**src/sv/bertlv_pkg.sv**
```systemverilog
`timescale 1ns / 1ps
// Shared constants, field codes and controller/datapath interface types of the BER TLV encoder.
package bertlv_pkg;

    // Field widths.
    localparam int LENGTH_BITS = 24;
    localparam int TAG_BITS    = 32;
    localparam int INT_BITS    = 63;

    // Derived sizes.
    localparam int TAG_GROUPS  = (TAG_BITS + 6) / 7;
    localparam int TOTAL_BITS  = LENGTH_BITS + 1;
    localparam int TOTAL_BYTES = (TOTAL_BITS + 7) / 8;
    localparam int SLEN_BYTES  = (LENGTH_BITS + 7) / 8;
    localparam int INT_BYTES   = (INT_BITS + 1) / 8;
    localparam int CNT_W       = $clog2(INT_BYTES + 1);

    // Value kinds.
    localparam logic [1:0] KIND_NULL   = 2'd0;
    localparam logic [1:0] KIND_INT    = 2'd1;
    localparam logic [1:0] KIND_STRING = 2'd2;
    localparam logic [1:0] KIND_UNDEF  = 2'd3;

    // Tagging codes. The fourth code has no meaning of its own and behaves as untagged.
    localparam logic [1:0] TAGGING_NONE     = 2'd0;
    localparam logic [1:0] TAGGING_IMPLICIT = 2'd1;
    localparam logic [1:0] TAGGING_EXPLICIT = 2'd2;
    localparam logic [1:0] TAGGING_UNUSED   = 2'd3;

    // Identifier and length octet constants.
    localparam logic [4:0] TAG_ESC       = 5'h1f;
    localparam logic [7:0] ID_NULL       = 8'h05;
    localparam logic [7:0] ID_INTEGER    = 8'h02;
    localparam logic [7:0] ID_OCTETS     = 8'h04;
    localparam logic [7:0] LEN_LONG_FORM = 8'h80;
    localparam logic [7:0] SHORT_LIMIT   = 8'h80;

    // Which byte of the encoding the datapath drives.
    typedef enum logic [3:0] {
        SEL_DATA,
        SEL_TAG,
        SEL_TAG_GRP,
        SEL_OLEN,
        SEL_OLEN_BYTE,
        SEL_ITAG,
        SEL_ILEN,
        SEL_ILEN_BYTE,
        SEL_ICONT
    } sel_t;

    typedef struct packed {
        logic             capture;
        logic             prep_cnt;
        logic             prep_tot;
        logic             emit;
        sel_t             sel;
        logic [CNT_W-1:0] cnt;
        logic             last;
    } cmd_t;

    typedef struct packed {
        logic             out_free;
        logic             rem_zero;
        logic [1:0]       kind;
        logic [1:0]       tagging;
        logic [CNT_W-1:0] groups;
        logic [CNT_W-1:0] int_n;
        logic [CNT_W-1:0] slen_nb;
        logic [CNT_W-1:0] olen_nb;
    } sts_t;

endpackage

```
**src/sv/bertlv_dp.sv**
```systemverilog
`timescale 1ns / 1ps
// Datapath of the BER TLV encoder: captured fields, byte counts, remainder and output register.
module bertlv_dp (
    input  logic                               aclk,
    input  logic                               aresetn,
    input  bertlv_pkg::cmd_t                   cmd,
    output bertlv_pkg::sts_t                   sts,
    input  logic [1:0]                         s_value_kind,
    input  logic [1:0]                         s_tagging,
    input  logic [1:0]                         s_tag_class,
    input  logic [bertlv_pkg::TAG_BITS-1:0]    s_tag_number,
    input  logic [bertlv_pkg::INT_BITS-1:0]    s_int_value,
    input  logic [bertlv_pkg::LENGTH_BITS-1:0] s_string_length,
    input  logic [7:0]                         s_data_byte,
    output logic                               m_valid,
    input  logic                               m_ready,
    output logic [7:0]                         m_out_byte,
    output logic                               m_last_of_run,
    output logic                               m_end_of_value
);

    localparam int CW = bertlv_pkg::CNT_W;
    localparam int TB = bertlv_pkg::TAG_BITS;
    localparam int LB = bertlv_pkg::LENGTH_BITS;
    localparam int IB = bertlv_pkg::INT_BITS;
    localparam int OB = bertlv_pkg::TOTAL_BITS;

    // Number of base-128 groups after the escape octet, zero for the one-octet form.
    function automatic logic [CW-1:0] tag_groups(input logic [TB-1:0] num);
        logic [CW-1:0] g;
        g = '0;
        if (num >= TB'(bertlv_pkg::TAG_ESC)) begin
            g = CW'(1);
            for (int k = 1; k < bertlv_pkg::TAG_GROUPS; k++) begin
                if ((num >> (7 * k)) != '0) begin
                    g = CW'(k + 1);
                end
            end
        end
        return g;
    endfunction

    // Minimal two's-complement octet count of a non-negative integer.
    function automatic logic [CW-1:0] int_octets(input logic [IB-1:0] v);
        logic [CW-1:0] n;
        n = CW'(1);
        for (int k = 1; k < bertlv_pkg::INT_BYTES; k++) begin
            if ((v >> (8 * k - 1)) != '0) begin
                n = CW'(k + 1);
            end
        end
        return n;
    endfunction

    // Long-form length octet counts, zero when the short form applies.
    function automatic logic [CW-1:0] slen_octets(input logic [LB-1:0] v);
        logic [CW-1:0] n;
        n = '0;
        if (v >= LB'(bertlv_pkg::SHORT_LIMIT)) begin
            n = CW'(1);
            for (int k = 1; k < bertlv_pkg::SLEN_BYTES; k++) begin
                if ((v >> (8 * k)) != '0) begin
                    n = CW'(k + 1);
                end
            end
        end
        return n;
    endfunction

    function automatic logic [CW-1:0] tot_octets(input logic [OB-1:0] v);
        logic [CW-1:0] n;
        n = '0;
        if (v >= OB'(bertlv_pkg::SHORT_LIMIT)) begin
            n = CW'(1);
            for (int k = 1; k < bertlv_pkg::TOTAL_BYTES; k++) begin
                if ((v >> (8 * k)) != '0) begin
                    n = CW'(k + 1);
                end
            end
        end
        return n;
    endfunction

    // Byte and group pickers, indexed from the least significant end.
    function automatic logic [6:0] pick_grp(input logic [TB-1:0] v, input logic [CW-1:0] idx);
        logic [6:0] r;
        r = '0;
        for (int k = 0; k < bertlv_pkg::TAG_GROUPS; k++) begin
            if (idx == CW'(k)) begin
                r = 7'(v >> (7 * k));
            end
        end
        return r;
    endfunction

    function automatic logic [7:0] pick_tot(input logic [OB-1:0] v, input logic [CW-1:0] idx);
        logic [7:0] r;
        r = '0;
        for (int k = 0; k < bertlv_pkg::TOTAL_BYTES; k++) begin
            if (idx == CW'(k)) begin
                r = 8'(v >> (8 * k));
            end
        end
        return r;
    endfunction

    function automatic logic [7:0] pick_slen(input logic [LB-1:0] v, input logic [CW-1:0] idx);
        logic [7:0] r;
        r = '0;
        for (int k = 0; k < bertlv_pkg::SLEN_BYTES; k++) begin
            if (idx == CW'(k)) begin
                r = 8'(v >> (8 * k));
            end
        end
        return r;
    endfunction

    function automatic logic [7:0] pick_int(input logic [IB-1:0] v, input logic [CW-1:0] idx);
        logic [7:0] r;
        r = '0;
        for (int k = 0; k < bertlv_pkg::INT_BYTES; k++) begin
            if (idx == CW'(k)) begin
                r = 8'(v >> (8 * k));
            end
        end
        return r;
    endfunction

    logic [1:0]    kind_reg, kind_next;
    logic [1:0]    tagging_reg, tagging_next;
    logic [1:0]    cls_reg, cls_next;
    logic [TB-1:0] tnum_reg, tnum_next;
    logic [IB-1:0] ival_reg, ival_next;
    logic [LB-1:0] slen_reg, slen_next;
    logic [CW-1:0] groups_reg, groups_next;
    logic [CW-1:0] int_n_reg, int_n_next;
    logic [CW-1:0] slen_nb_reg, slen_nb_next;
    logic [OB-1:0] tot_reg, tot_next;
    logic [LB-1:0] rem_reg, rem_next;
    logic          valid_reg, valid_next;
    logic [7:0]    byte_reg, byte_next;
    logic          last_reg, last_next;
    logic          eov_reg, eov_next;

    logic [CW-1:0] olen_nb;
    logic [CW-1:0] idx;
    logic          open_string;
    logic [7:0]    emit_byte;
    logic [7:0]    id_bits;

    assign olen_nb     = tot_octets(tot_reg);
    assign idx         = cmd.cnt - CW'(1);
    assign open_string = (kind_reg == bertlv_pkg::KIND_STRING) && (slen_reg != '0);
    assign id_bits     = {cls_reg, tagging_reg == bertlv_pkg::TAGGING_EXPLICIT, 5'b0};

    always_comb begin
        emit_byte = s_data_byte;
        case (cmd.sel)
            bertlv_pkg::SEL_DATA: begin
                emit_byte = s_data_byte;
            end
            bertlv_pkg::SEL_TAG: begin
                emit_byte = id_bits | {3'b0, (groups_reg == '0) ? tnum_reg[4:0]
                                                                 : bertlv_pkg::TAG_ESC};
            end
            bertlv_pkg::SEL_TAG_GRP: begin
                emit_byte = {cmd.cnt != CW'(1), pick_grp(tnum_reg, idx)};
            end
            bertlv_pkg::SEL_OLEN: begin
                emit_byte = (olen_nb == '0) ? {1'b0, tot_reg[6:0]}
                                            : (bertlv_pkg::LEN_LONG_FORM | 8'(olen_nb));
            end
            bertlv_pkg::SEL_OLEN_BYTE: begin
                emit_byte = pick_tot(tot_reg, idx);
            end
            bertlv_pkg::SEL_ITAG: begin
                case (kind_reg)
                    bertlv_pkg::KIND_INT:    emit_byte = bertlv_pkg::ID_INTEGER;
                    bertlv_pkg::KIND_STRING: emit_byte = bertlv_pkg::ID_OCTETS;
                    default:                 emit_byte = bertlv_pkg::ID_NULL;
                endcase
            end
            bertlv_pkg::SEL_ILEN: begin
                case (kind_reg)
                    bertlv_pkg::KIND_INT: begin
                        emit_byte = 8'(int_n_reg);
                    end
                    bertlv_pkg::KIND_STRING: begin
                        emit_byte = (slen_nb_reg == '0) ? {1'b0, slen_reg[6:0]}
                                    : (bertlv_pkg::LEN_LONG_FORM | 8'(slen_nb_reg));
                    end
                    default: begin
                        emit_byte = 8'h00;
                    end
                endcase
            end
            bertlv_pkg::SEL_ILEN_BYTE: begin
                emit_byte = pick_slen(slen_reg, idx);
            end
            bertlv_pkg::SEL_ICONT: begin
                emit_byte = pick_int(ival_reg, idx);
            end
            default: begin
                emit_byte = s_data_byte;
            end
        endcase
    end

    always_comb begin
        kind_next    = kind_reg;
        tagging_next = tagging_reg;
        cls_next     = cls_reg;
        tnum_next    = tnum_reg;
        ival_next    = ival_reg;
        slen_next    = slen_reg;
        groups_next  = groups_reg;
        int_n_next   = int_n_reg;
        slen_nb_next = slen_nb_reg;
        tot_next     = tot_reg;
        rem_next     = rem_reg;
        valid_next   = valid_reg && !m_ready;
        byte_next    = byte_reg;
        last_next    = last_reg;
        eov_next     = eov_reg;

        if (cmd.capture) begin
            kind_next    = s_value_kind;
            // Tagging code three behaves as untagged.
            tagging_next = (s_tagging == bertlv_pkg::TAGGING_UNUSED) ? bertlv_pkg::TAGGING_NONE
                                                                      : s_tagging;
            cls_next     = s_tag_class;
            tnum_next    = s_tag_number;
            ival_next    = s_int_value;
            slen_next    = s_string_length;
            rem_next     = (s_value_kind == bertlv_pkg::KIND_STRING) ? s_string_length : '0;
        end

        if (cmd.prep_cnt) begin
            groups_next  = tag_groups(tnum_reg);
            int_n_next   = int_octets(ival_reg);
            slen_nb_next = slen_octets(slen_reg);
        end

        if (cmd.prep_tot) begin
            case (kind_reg)
                bertlv_pkg::KIND_INT:    tot_next = OB'(2) + OB'(int_n_reg);
                bertlv_pkg::KIND_STRING: tot_next = OB'(2) + OB'(slen_nb_reg) + OB'(slen_reg);
                default:                 tot_next = OB'(2);
            endcase
        end

        if (cmd.emit) begin
            valid_next = 1'b1;
            byte_next  = emit_byte;
            last_next  = cmd.last;
            if (cmd.sel == bertlv_pkg::SEL_DATA) begin
                rem_next = rem_reg - LB'(1);
                eov_next = (rem_reg == LB'(1));
            end else begin
                eov_next = cmd.last && !open_string;
            end
        end
    end

    always_ff @(posedge aclk) begin
        if (!aresetn) begin
            rem_reg   <= '0;
            valid_reg <= 1'b0;
        end else begin
            rem_reg   <= rem_next;
            valid_reg <= valid_next;
        end
        kind_reg    <= kind_next;
        tagging_reg <= tagging_next;
        cls_reg     <= cls_next;
        tnum_reg    <= tnum_next;
        ival_reg    <= ival_next;
        slen_reg    <= slen_next;
        groups_reg  <= groups_next;
        int_n_reg   <= int_n_next;
        slen_nb_reg <= slen_nb_next;
        tot_reg     <= tot_next;
        byte_reg    <= byte_next;
        last_reg    <= last_next;
        eov_reg     <= eov_next;
    end

    always_comb begin
        sts.out_free = !valid_reg || m_ready;
        sts.rem_zero = (rem_reg == '0);
        sts.kind     = kind_reg;
        sts.tagging  = tagging_reg;
        sts.groups   = groups_reg;
        sts.int_n    = int_n_reg;
        sts.slen_nb  = slen_nb_reg;
        sts.olen_nb  = olen_nb;
    end

    assign m_valid        = valid_reg;
    assign m_out_byte     = byte_reg;
    assign m_last_of_run  = last_reg;
    assign m_end_of_value = eov_reg;

endmodule

```
**src/sv/bertlv_ctrl.sv**
```systemverilog
`timescale 1ns / 1ps
// Controller of the BER TLV encoder: sequences identifier, length and content bytes.
module bertlv_ctrl (
    input  logic             aclk,
    input  logic             aresetn,
    input  logic             s_valid,
    output logic             s_ready,
    input  logic             s_mode,
    input  logic [1:0]       s_value_kind,
    input  bertlv_pkg::sts_t sts,
    output bertlv_pkg::cmd_t cmd
);

    localparam int CW = bertlv_pkg::CNT_W;

    typedef enum logic [3:0] {
        ST_IDLE,
        ST_PREP_CNT,
        ST_PREP_TOT,
        ST_TAG,
        ST_TAG_GRP,
        ST_OLEN,
        ST_OLEN_BYTE,
        ST_ITAG,
        ST_ILEN,
        ST_ILEN_BYTE,
        ST_ICONT
    } state_t;

    state_t        state_reg, state_next;
    logic [CW-1:0] cnt_reg, cnt_next;
    state_t        after_tag;

    // Explicit tagging goes on to the outer length; implicit skips the universal identifier.
    assign after_tag = (sts.tagging == bertlv_pkg::TAGGING_EXPLICIT) ? ST_OLEN : ST_ILEN;

    always_comb begin
        state_next   = state_reg;
        cnt_next     = cnt_reg;
        s_ready      = 1'b0;
        cmd.capture  = 1'b0;
        cmd.prep_cnt = 1'b0;
        cmd.prep_tot = 1'b0;
        cmd.emit     = 1'b0;
        cmd.sel      = bertlv_pkg::SEL_DATA;
        cmd.cnt      = cnt_reg;
        cmd.last     = 1'b0;

        case (state_reg)
            ST_IDLE: begin
                s_ready = sts.out_free;
                if (s_valid && sts.out_free) begin
                    if (s_mode) begin
                        // Content byte; dropped when no string is open.
                        cmd.emit = !sts.rem_zero;
                        cmd.last = 1'b1;
                    end else begin
                        cmd.capture = 1'b1;
                        if (s_value_kind != bertlv_pkg::KIND_UNDEF) begin
                            state_next = ST_PREP_CNT;
                        end
                    end
                end
            end
            ST_PREP_CNT: begin
                cmd.prep_cnt = 1'b1;
                state_next   = ST_PREP_TOT;
            end
            ST_PREP_TOT: begin
                cmd.prep_tot = 1'b1;
                state_next   = (sts.tagging != bertlv_pkg::TAGGING_NONE) ? ST_TAG : ST_ITAG;
            end
            ST_TAG: begin
                cmd.sel  = bertlv_pkg::SEL_TAG;
                cmd.emit = sts.out_free;
                if (sts.out_free) begin
                    if (sts.groups != '0) begin
                        state_next = ST_TAG_GRP;
                        cnt_next   = sts.groups;
                    end else begin
                        state_next = after_tag;
                    end
                end
            end
            ST_TAG_GRP: begin
                cmd.sel  = bertlv_pkg::SEL_TAG_GRP;
                cmd.emit = sts.out_free;
                if (sts.out_free) begin
                    cnt_next = cnt_reg - CW'(1);
                    if (cnt_reg == CW'(1)) begin
                        state_next = after_tag;
                    end
                end
            end
            ST_OLEN: begin
                cmd.sel  = bertlv_pkg::SEL_OLEN;
                cmd.emit = sts.out_free;
                if (sts.out_free) begin
                    if (sts.olen_nb != '0) begin
                        state_next = ST_OLEN_BYTE;
                        cnt_next   = sts.olen_nb;
                    end else begin
                        state_next = ST_ITAG;
                    end
                end
            end
            ST_OLEN_BYTE: begin
                cmd.sel  = bertlv_pkg::SEL_OLEN_BYTE;
                cmd.emit = sts.out_free;
                if (sts.out_free) begin
                    cnt_next = cnt_reg - CW'(1);
                    if (cnt_reg == CW'(1)) begin
                        state_next = ST_ITAG;
                    end
                end
            end
            ST_ITAG: begin
                cmd.sel  = bertlv_pkg::SEL_ITAG;
                cmd.emit = sts.out_free;
                if (sts.out_free) begin
                    state_next = ST_ILEN;
                end
            end
            ST_ILEN: begin
                cmd.sel  = bertlv_pkg::SEL_ILEN;
                cmd.emit = sts.out_free;
                case (sts.kind)
                    bertlv_pkg::KIND_INT: begin
                        if (sts.out_free) begin
                            state_next = ST_ICONT;
                            cnt_next   = sts.int_n;
                        end
                    end
                    bertlv_pkg::KIND_STRING: begin
                        cmd.last = (sts.slen_nb == '0);
                        if (sts.out_free) begin
                            if (sts.slen_nb != '0) begin
                                state_next = ST_ILEN_BYTE;
                                cnt_next   = sts.slen_nb;
                            end else begin
                                state_next = ST_IDLE;
                            end
                        end
                    end
                    default: begin
                        cmd.last = 1'b1;
                        if (sts.out_free) begin
                            state_next = ST_IDLE;
                        end
                    end
                endcase
            end
            ST_ILEN_BYTE: begin
                cmd.sel  = bertlv_pkg::SEL_ILEN_BYTE;
                cmd.emit = sts.out_free;
                cmd.last = (cnt_reg == CW'(1));
                if (sts.out_free) begin
                    cnt_next = cnt_reg - CW'(1);
                    if (cnt_reg == CW'(1)) begin
                        state_next = ST_IDLE;
                    end
                end
            end
            ST_ICONT: begin
                cmd.sel  = bertlv_pkg::SEL_ICONT;
                cmd.emit = sts.out_free;
                cmd.last = (cnt_reg == CW'(1));
                if (sts.out_free) begin
                    cnt_next = cnt_reg - CW'(1);
                    if (cnt_reg == CW'(1)) begin
                        state_next = ST_IDLE;
                    end
                end
            end
            default: begin
                state_next = ST_IDLE;
            end
        endcase
    end

    always_ff @(posedge aclk) begin
        if (!aresetn) begin
            state_reg <= ST_IDLE;
            cnt_reg   <= '0;
        end else begin
            state_reg <= state_next;
            cnt_reg   <= cnt_next;
        end
    end

endmodule

```
**src/sv/ber_tlv_value_encoder.sv**
```systemverilog
`timescale 1ns / 1ps
// Top level of the BER TLV encoder for NULL, INTEGER and OCTET STRING values.
//
// This block turns a start request (mode 0) into the ASN.1 BER bytes of one value: identifier
// octets (one octet for tag numbers below 31, otherwise the escape octet and base-128 groups),
// length octets in short or long form, and for an INTEGER its minimal two's-complement content.
// Implicit tagging replaces the universal identifier with the given class and number; explicit
// tagging wraps the universal encoding in a constructed outer identifier and length. For an
// OCTET STRING the content arrives afterwards as byte requests (mode 1), each passed straight
// through as one result byte while a stored remainder counts down; a byte request with no open
// string is dropped, and a new start abandons an unfinished string. Value kind three yields
// nothing. After it is accepted, a start request first prepares the byte counts, then the outer
// length, and then emits its bytes one by one through the single output register, up to 17
// bytes for an explicitly tagged eight-octet integer with a five-group tag number; the block
// accepts no new request until the last header byte is loaded. While the output register is
// free to take each byte, string content streams at one byte per cycle. The output register
// separates the two channels: a new request is taken in the same cycle that a waiting result
// is taken downstream. last_of_run marks the final byte caused by a request and end_of_value
// the final byte of the whole encoded value (for an empty string, the last header byte).
module ber_tlv_value_encoder (
    input  logic                               aclk,
    input  logic                               aresetn,
    input  logic                               s_valid,
    output logic                               s_ready,
    input  logic                               s_mode,
    input  logic [1:0]                         s_value_kind,
    input  logic [1:0]                         s_tagging,
    input  logic [1:0]                         s_tag_class,
    input  logic [bertlv_pkg::TAG_BITS-1:0]    s_tag_number,
    input  logic [bertlv_pkg::INT_BITS-1:0]    s_int_value,
    input  logic [bertlv_pkg::LENGTH_BITS-1:0] s_string_length,
    input  logic [7:0]                         s_data_byte,
    output logic                               m_valid,
    input  logic                               m_ready,
    output logic [7:0]                         m_out_byte,
    output logic                               m_last_of_run,
    output logic                               m_end_of_value
);

    // Commands from the controller and status back from the datapath.
    bertlv_pkg::cmd_t cmd;
    bertlv_pkg::sts_t sts;

    // The controller owns the request handshake and the byte sequence.
    bertlv_ctrl u_ctrl (
        .aclk         (aclk),
        .aresetn      (aresetn),
        .s_valid      (s_valid),
        .s_ready      (s_ready),
        .s_mode       (s_mode),
        .s_value_kind (s_value_kind),
        .sts          (sts),
        .cmd          (cmd)
    );

    // The datapath holds the captured request, the octet counts, the string remainder and the
    // output register that drives the result channel.
    bertlv_dp u_dp (
        .aclk            (aclk),
        .aresetn         (aresetn),
        .cmd             (cmd),
        .sts             (sts),
        .s_value_kind    (s_value_kind),
        .s_tagging       (s_tagging),
        .s_tag_class     (s_tag_class),
        .s_tag_number    (s_tag_number),
        .s_int_value     (s_int_value),
        .s_string_length (s_string_length),
        .s_data_byte     (s_data_byte),
        .m_valid         (m_valid),
        .m_ready         (m_ready),
        .m_out_byte      (m_out_byte),
        .m_last_of_run   (m_last_of_run),
        .m_end_of_value  (m_end_of_value)
    );

endmodule

```
**config.mk**
```make
export PLATFORM = sky130hd
export DESIGN_NAME = ber_tlv_value_encoder
export DESIGN_NICKNAME = d
export VERILOG_FILES = /design/src/sv/bertlv_pkg.sv /design/src/sv/bertlv_dp.sv /design/src/sv/bertlv_ctrl.sv /design/src/sv/ber_tlv_value_encoder.sv
export SDC_FILE = /design/constraint.sdc
export NUM_CORES = 1
export LEC_CHECK = 0
export ABC_AREA = 1
export BUFFER_PORTS_ARGS = -buffer_cell sky130_fd_sc_hd__buf_4
export CELL_PAD_IN_SITES_DETAIL_PLACEMENT = 2
export CELL_PAD_IN_SITES_GLOBAL_PLACEMENT = 2
export CORE_MARGIN = 2
export CORE_UTILIZATION = 38
export DETAILED_ROUTE_END_ITERATION = 10
export PLACE_DENSITY = 0.92
export SLEW_MARGIN = 5
export SYNTH_ARGS = -nofsm -noshare
export SYNTH_HDL_FRONTEND = slang
export SYNTH_SLANG_ARGS = --single-unit
```
**constraint.sdc**
```tcl
create_clock -name aclk -period 8.27 [get_ports aclk]
set_input_delay 1.2405 -clock aclk [delete_from_list [all_inputs] [get_ports aclk]]
set_output_delay 1.2405 -clock aclk [all_outputs]
set_load 0.03 [all_outputs]
```
* After elaboration in Yosys (flattened, before gate mapping) *
Index checks and enable logic that the tools add are counted.

cells by class
  add/sub/neg operators = 5
  order comparisons = 3
  eq/ne operators = 54
  mux-type cells = 95
  bitwise logic cells = 3
  reduce and logical (&&, ||, !) cells = 45

operator list
  operator               count
  $reduce_bool 63->1     7
  $mux 8                 17
  $reduce_bool 32->1     4
  $mux 4                 29
  $mux 24                4
  $reduce_bool 24->1     3
  $pmux 8 s8             1
  $pmux 25 s2            1
  $reduce_bool 25->1     2
  $eq 4x3->1 const B     12
  $pmux 4 s10            1
  $mux 7                 5
  $ge 32x5->1 const B    1
  $pmux 4 s8             1
  $ne 2x1->1 const B     15
  $add 25x24->25         1
  $ge 25x8->1 const B    1
  $eq 24x1->1 const B    1
  $eq 4x2->1 const B     6
  $ge 24x8->1 const B    1
  $logic_not 24->1       1
  $logic_not 4->1        6
  $sub 24x1->24 const B  1
  $mux 3                 7
  other kinds (32)       77

word-level totals
  bits in registers = 205
  input bits = 138
  output and inout port bits = 12
  logic and storage cells = 225

* Logic depth before layout (Yosys ltp) *
  depth in word-level cells = 11
  depth in mapped cells = 16

* Cells and area by module *
Synthesis repeated with hierarchy kept, for this count alone.

second synthesis, totals
  cells, all modules = 1,436
  area, all modules = 11,507.3 um2

by module, submodules not included
  module       instances  cells each  area each (um2)
  bertlv_dp    1          1,234       10,418.7
  bertlv_ctrl  1          202         1,088.5

* Least setup slack after synthesis *
Ideal clock, no wire load.

  path kind = input-to-reg
  start point = input m_ready
  end point = register u_dp.rem_reg[12]
  setup time = 0.073 ns
  data arrival time = 3.877 ns
  data required time = 8.197 ns
  path slack = 4.321 ns
  cell stages on the path = 8
  buffers on the path = 2
  path through = nor2_1 > inv_1 > nand2_1 > nor3_2 > buf_2 > buf_2 > a31oi_1 > a21oi_1

RTL lines
  what                  RTL line                     RTL
  from (decl)           ber_tlv_value_encoder.sv:34  input logic m_ready,
  to (signal assigned)  bertlv_dp.sv:270             rem_reg <= rem_next;
  to (decl)             bertlv_dp.sv:139             logic [LB-1:0] rem_reg, rem_next;

==> impl_metrics.py <==
metrics = {
    "status": {
        "status": "finished, final reports clean",
    },
    "final_layout": {
        "drive_gt1_share_pct": 15.07,
        "antenna_cells": 0,
        "area_delta_synth_final_pct": 20.06,
        "finalInstanceArea_um2": 13240,
        "largest_reg_flops": 63,
        "post-route-util_pct": 46.25,
        "nets": 1608,
    },
    "timing": {
        "period_needed_ns": 4.048,
        "worst_clock_skew_ns": 0.02860,
        "post-route-period-util_pct": 48.94,
        "relSlewSlack_pct": 18.84,
        "fmax_ghz": 0.2471,
        "finalSetupTns_ns": 0,
        "rsz0062_at_grt": "false",
        "drv_slew": 0,
        "tightestPinTransition_ns": 1.213,
        "finalHoldViolations": 0,
        "finalSetupViolCount": 0,
        "fin_hold_ws_ns": 0.5308,
    },
    "clock_network": {
        "cts_made_buffers": 25,
        "cts_root_buf": "clkbuf_16",
        "ctsHoldBuffers": 0,
        "cts_sinks": 202,
        "postCtsSetupBuffers": 0,
        "clk_latency_ns": 0.55,
        "post_cts_resize_count": 0,
        "cts_tree": "done",
        "clkTransAtPathRegs_ns": 0.06,
        "clk_path_buf_depth": 3,
        "htree_num_levels": 1,
    },
    "routing": {
        "drt_first_pass_iters": 5,
        "vias": 10640,
        "post-route-drc-count": 0,
        "postRouteAntennaNets": 0,
        "drt_iter0_drc": 868,
        "drt-total-wl_mm": 46.35,
        "wl_per_cell_um": 24.96,
        "vias_per_cell": 5.729,
    },
    "synthesis": {
        "yosys.area_share.simple_pct": 24.14,
        "synth.top_cell.area_share_pct": 46.02,
        "ys_seq_area_share_pct": 52.01,
        "synth_compound_area_share_pct": 12.95,
        "yosysTopAreaCell": "edfxtp_1",
        "yosys_warnings": 0,
        "synth_fa_ha_area_share_pct": 1.770,
        "netlist_top_cells_count": "nand2_1 (281), inv_1 (174), edfxtp_1 (169)",
        "syn_nets": 1463,
        "yosysUniqueCellTypes": 46,
        "synthArstFlopShare_pct": 0,
        "synth.area.mux_share_pct": 0,
        "synth_area_leaders": "edfxtp_1 (46%), nand2_1 (9.6%), dfxtp_1 (6.0%), inv_1 (5.9%), o21ai_0 (5.3%)",
        "synth_area_um2": 11030,
        "synth_xor_area_share_pct": 1.101,
        "synth_edf_count": 169,
        "synthFlopType": "edfxtp_1",
        "synth_top_family_by_area": "simple AND/OR/NAND/NOR gates",
        "synth_cells": 1310,
        "synth_most_common_cell": "nand2_1",
        "ys_ff_latch": 202,
        "syn_avg_cell_area_um2": 8.418,
    },
    "grt": {
        "grt_pass1_wl_mm": 70.39,
        "antenna_found_initial": 0,
        "grt_max_degree": 78,
        "met1_usage_pct": 34.74,
        "top_usage_layer": "met2",
        "grtUsageMet3_pct": 3.696,
        "gr-usage-met2_pct": 55.95,
        "globalRoute.totalOverflow": 0,
        "global_route.usage.total_pct": 30.05,
        "first_global_vias": 11710,
    },
    "floorplan": {
        "die_x_um": 174.4,
        "pin_count": 150,
        "initial_core_util_pct": 38.53,
        "die-area_um2": 30400,
        "fp.dieH_um": 174.4,
        "fp-row-count": 62,
        "coreArea_um2": 28630,
    },
    "power_and_ir_drop": {
        "leakagePower_uw": 0.005453,
        "ir_drop_v": 0.0001463,
        "power_density_nw_per_um2": 225.1,
    },
    "placed_design": {
        "gp_congestion": 0.8917,
        "dp_hpwl_mm": 33.59,
        "place_area_um2": 12470,
        "io_buffers": 149,
    },
    "job": {
        "maxCapViolCount": 0,
    },
    "critical_path": {
        "worstSetupPathType": "primary input to flip-flop",
        "cp.arrival_ns": 4.43,
        "crit_fanout": 28,
        "required_ns": 8.65,
        "cp-start-kind": "primary input",
        "endpoint_kind": "flip-flop",
    },
    "hold_path": {
        "hold_class": "flip-flop to flip-flop",
    },
}
## kinds of logic after synthesis
| group | count (synthesis) |
|---|---|
| AND/OR/NAND/NOR | 609 |
| AO/OA/AOI/OAI | 256 |
| buffers and inverters | 215 |
| flip-flops | 202 |
| adder cells (fa/ha/maj) | 15 |
| XOR/XNOR | 13 |
## cells in the final DEF, fill, tap and decap left out, types with 25 or more instances in the layout
| cell type | count |
|---|---|
| nand2_1 | 281 |
| inv_1 | 174 |
| edfxtp_1 | 169 |
| buf_4 | 156 |
| nor2_1 | 142 |
| o21ai_0 | 116 |
| a21oi_1 | 85 |
| nand3_1 | 80 |
| dfxtp_1 | 33 |
| nor3_1 | 30 |
| nor4_1 | 26 |
| clkbuf_16 | 25 |
## critical path, stage by stage
cell and delay [ns]:
buf_4 0.11, nor2_1 0.27, inv_1 0.17, nand2_1 0.17, nor3_1 0.08, nand2_1 0.52
clkinv_1 0.87, a21oi_1 0.34, inv_1 0.31, o21ai_0 0.27, a31oi_1 0.06
## area by class of cell
| class | count | area, µm² |
|---|---|---|
| clock buffer | 32 | 651.9 |
| clock inverter | 13 | 121.4 |
| fill | 3177 | 15380 |
| inverter | 177 | 664.4 |
| multi-input combinational | 893 | 4415 |
| sequential | 202 | 5736 |
| tap | 384 | 480.5 |
| timing repair buffer | 156 | 1171 |
## where the power goes
group	total, µW	switching [µW]	internal (µW)
clock	1080	463	620
sequential	1330	95.4	1240
combinational	567	392	175
total	2980	951	2030
## worst paths after layout
check | startpoint | endpoint | slack, ns | cells past startpoint
setup / recovery | m_ready | u_dp.rem_reg[22]$_SDFF_PN0_ | 4.22 | 11
hold / removal | u_ctrl.state_reg[2]$_SDFFE_PN0P_ | u_ctrl.state_reg[2]$_SDFFE_PN0P_ | 0.53 | 2
setup reg to reg | u_dp.rem_reg[0]$_SDFF_PN0_ | u_dp.rem_reg[22]$_SDFF_PN0_ | 4.49 | 11
hold reg to reg | u_ctrl.state_reg[2]$_SDFFE_PN0P_ | u_ctrl.state_reg[2]$_SDFFE_PN0P_ | 0.53 | 2
## stage by stage
stage	setup WS, ns	power (µW)	cells
floorplan	4.321	1648	1310
global placement	3.919	1852	1812
detailed placement	3.674	1898	1812
CTS	4.201	2989	1857
global route	3.845	3082	1857
finish	4.222	2981	1857
## layer usage
layer / part of all wire, % / up-vias
li1: - / 4753
met1: 39 / 5400
met2: 52 / 380
met3: 4.3 / 106
met4: 4.4 / 0
met5: 0 / -
Note: power is estimated with default switching activity, not from simulation.
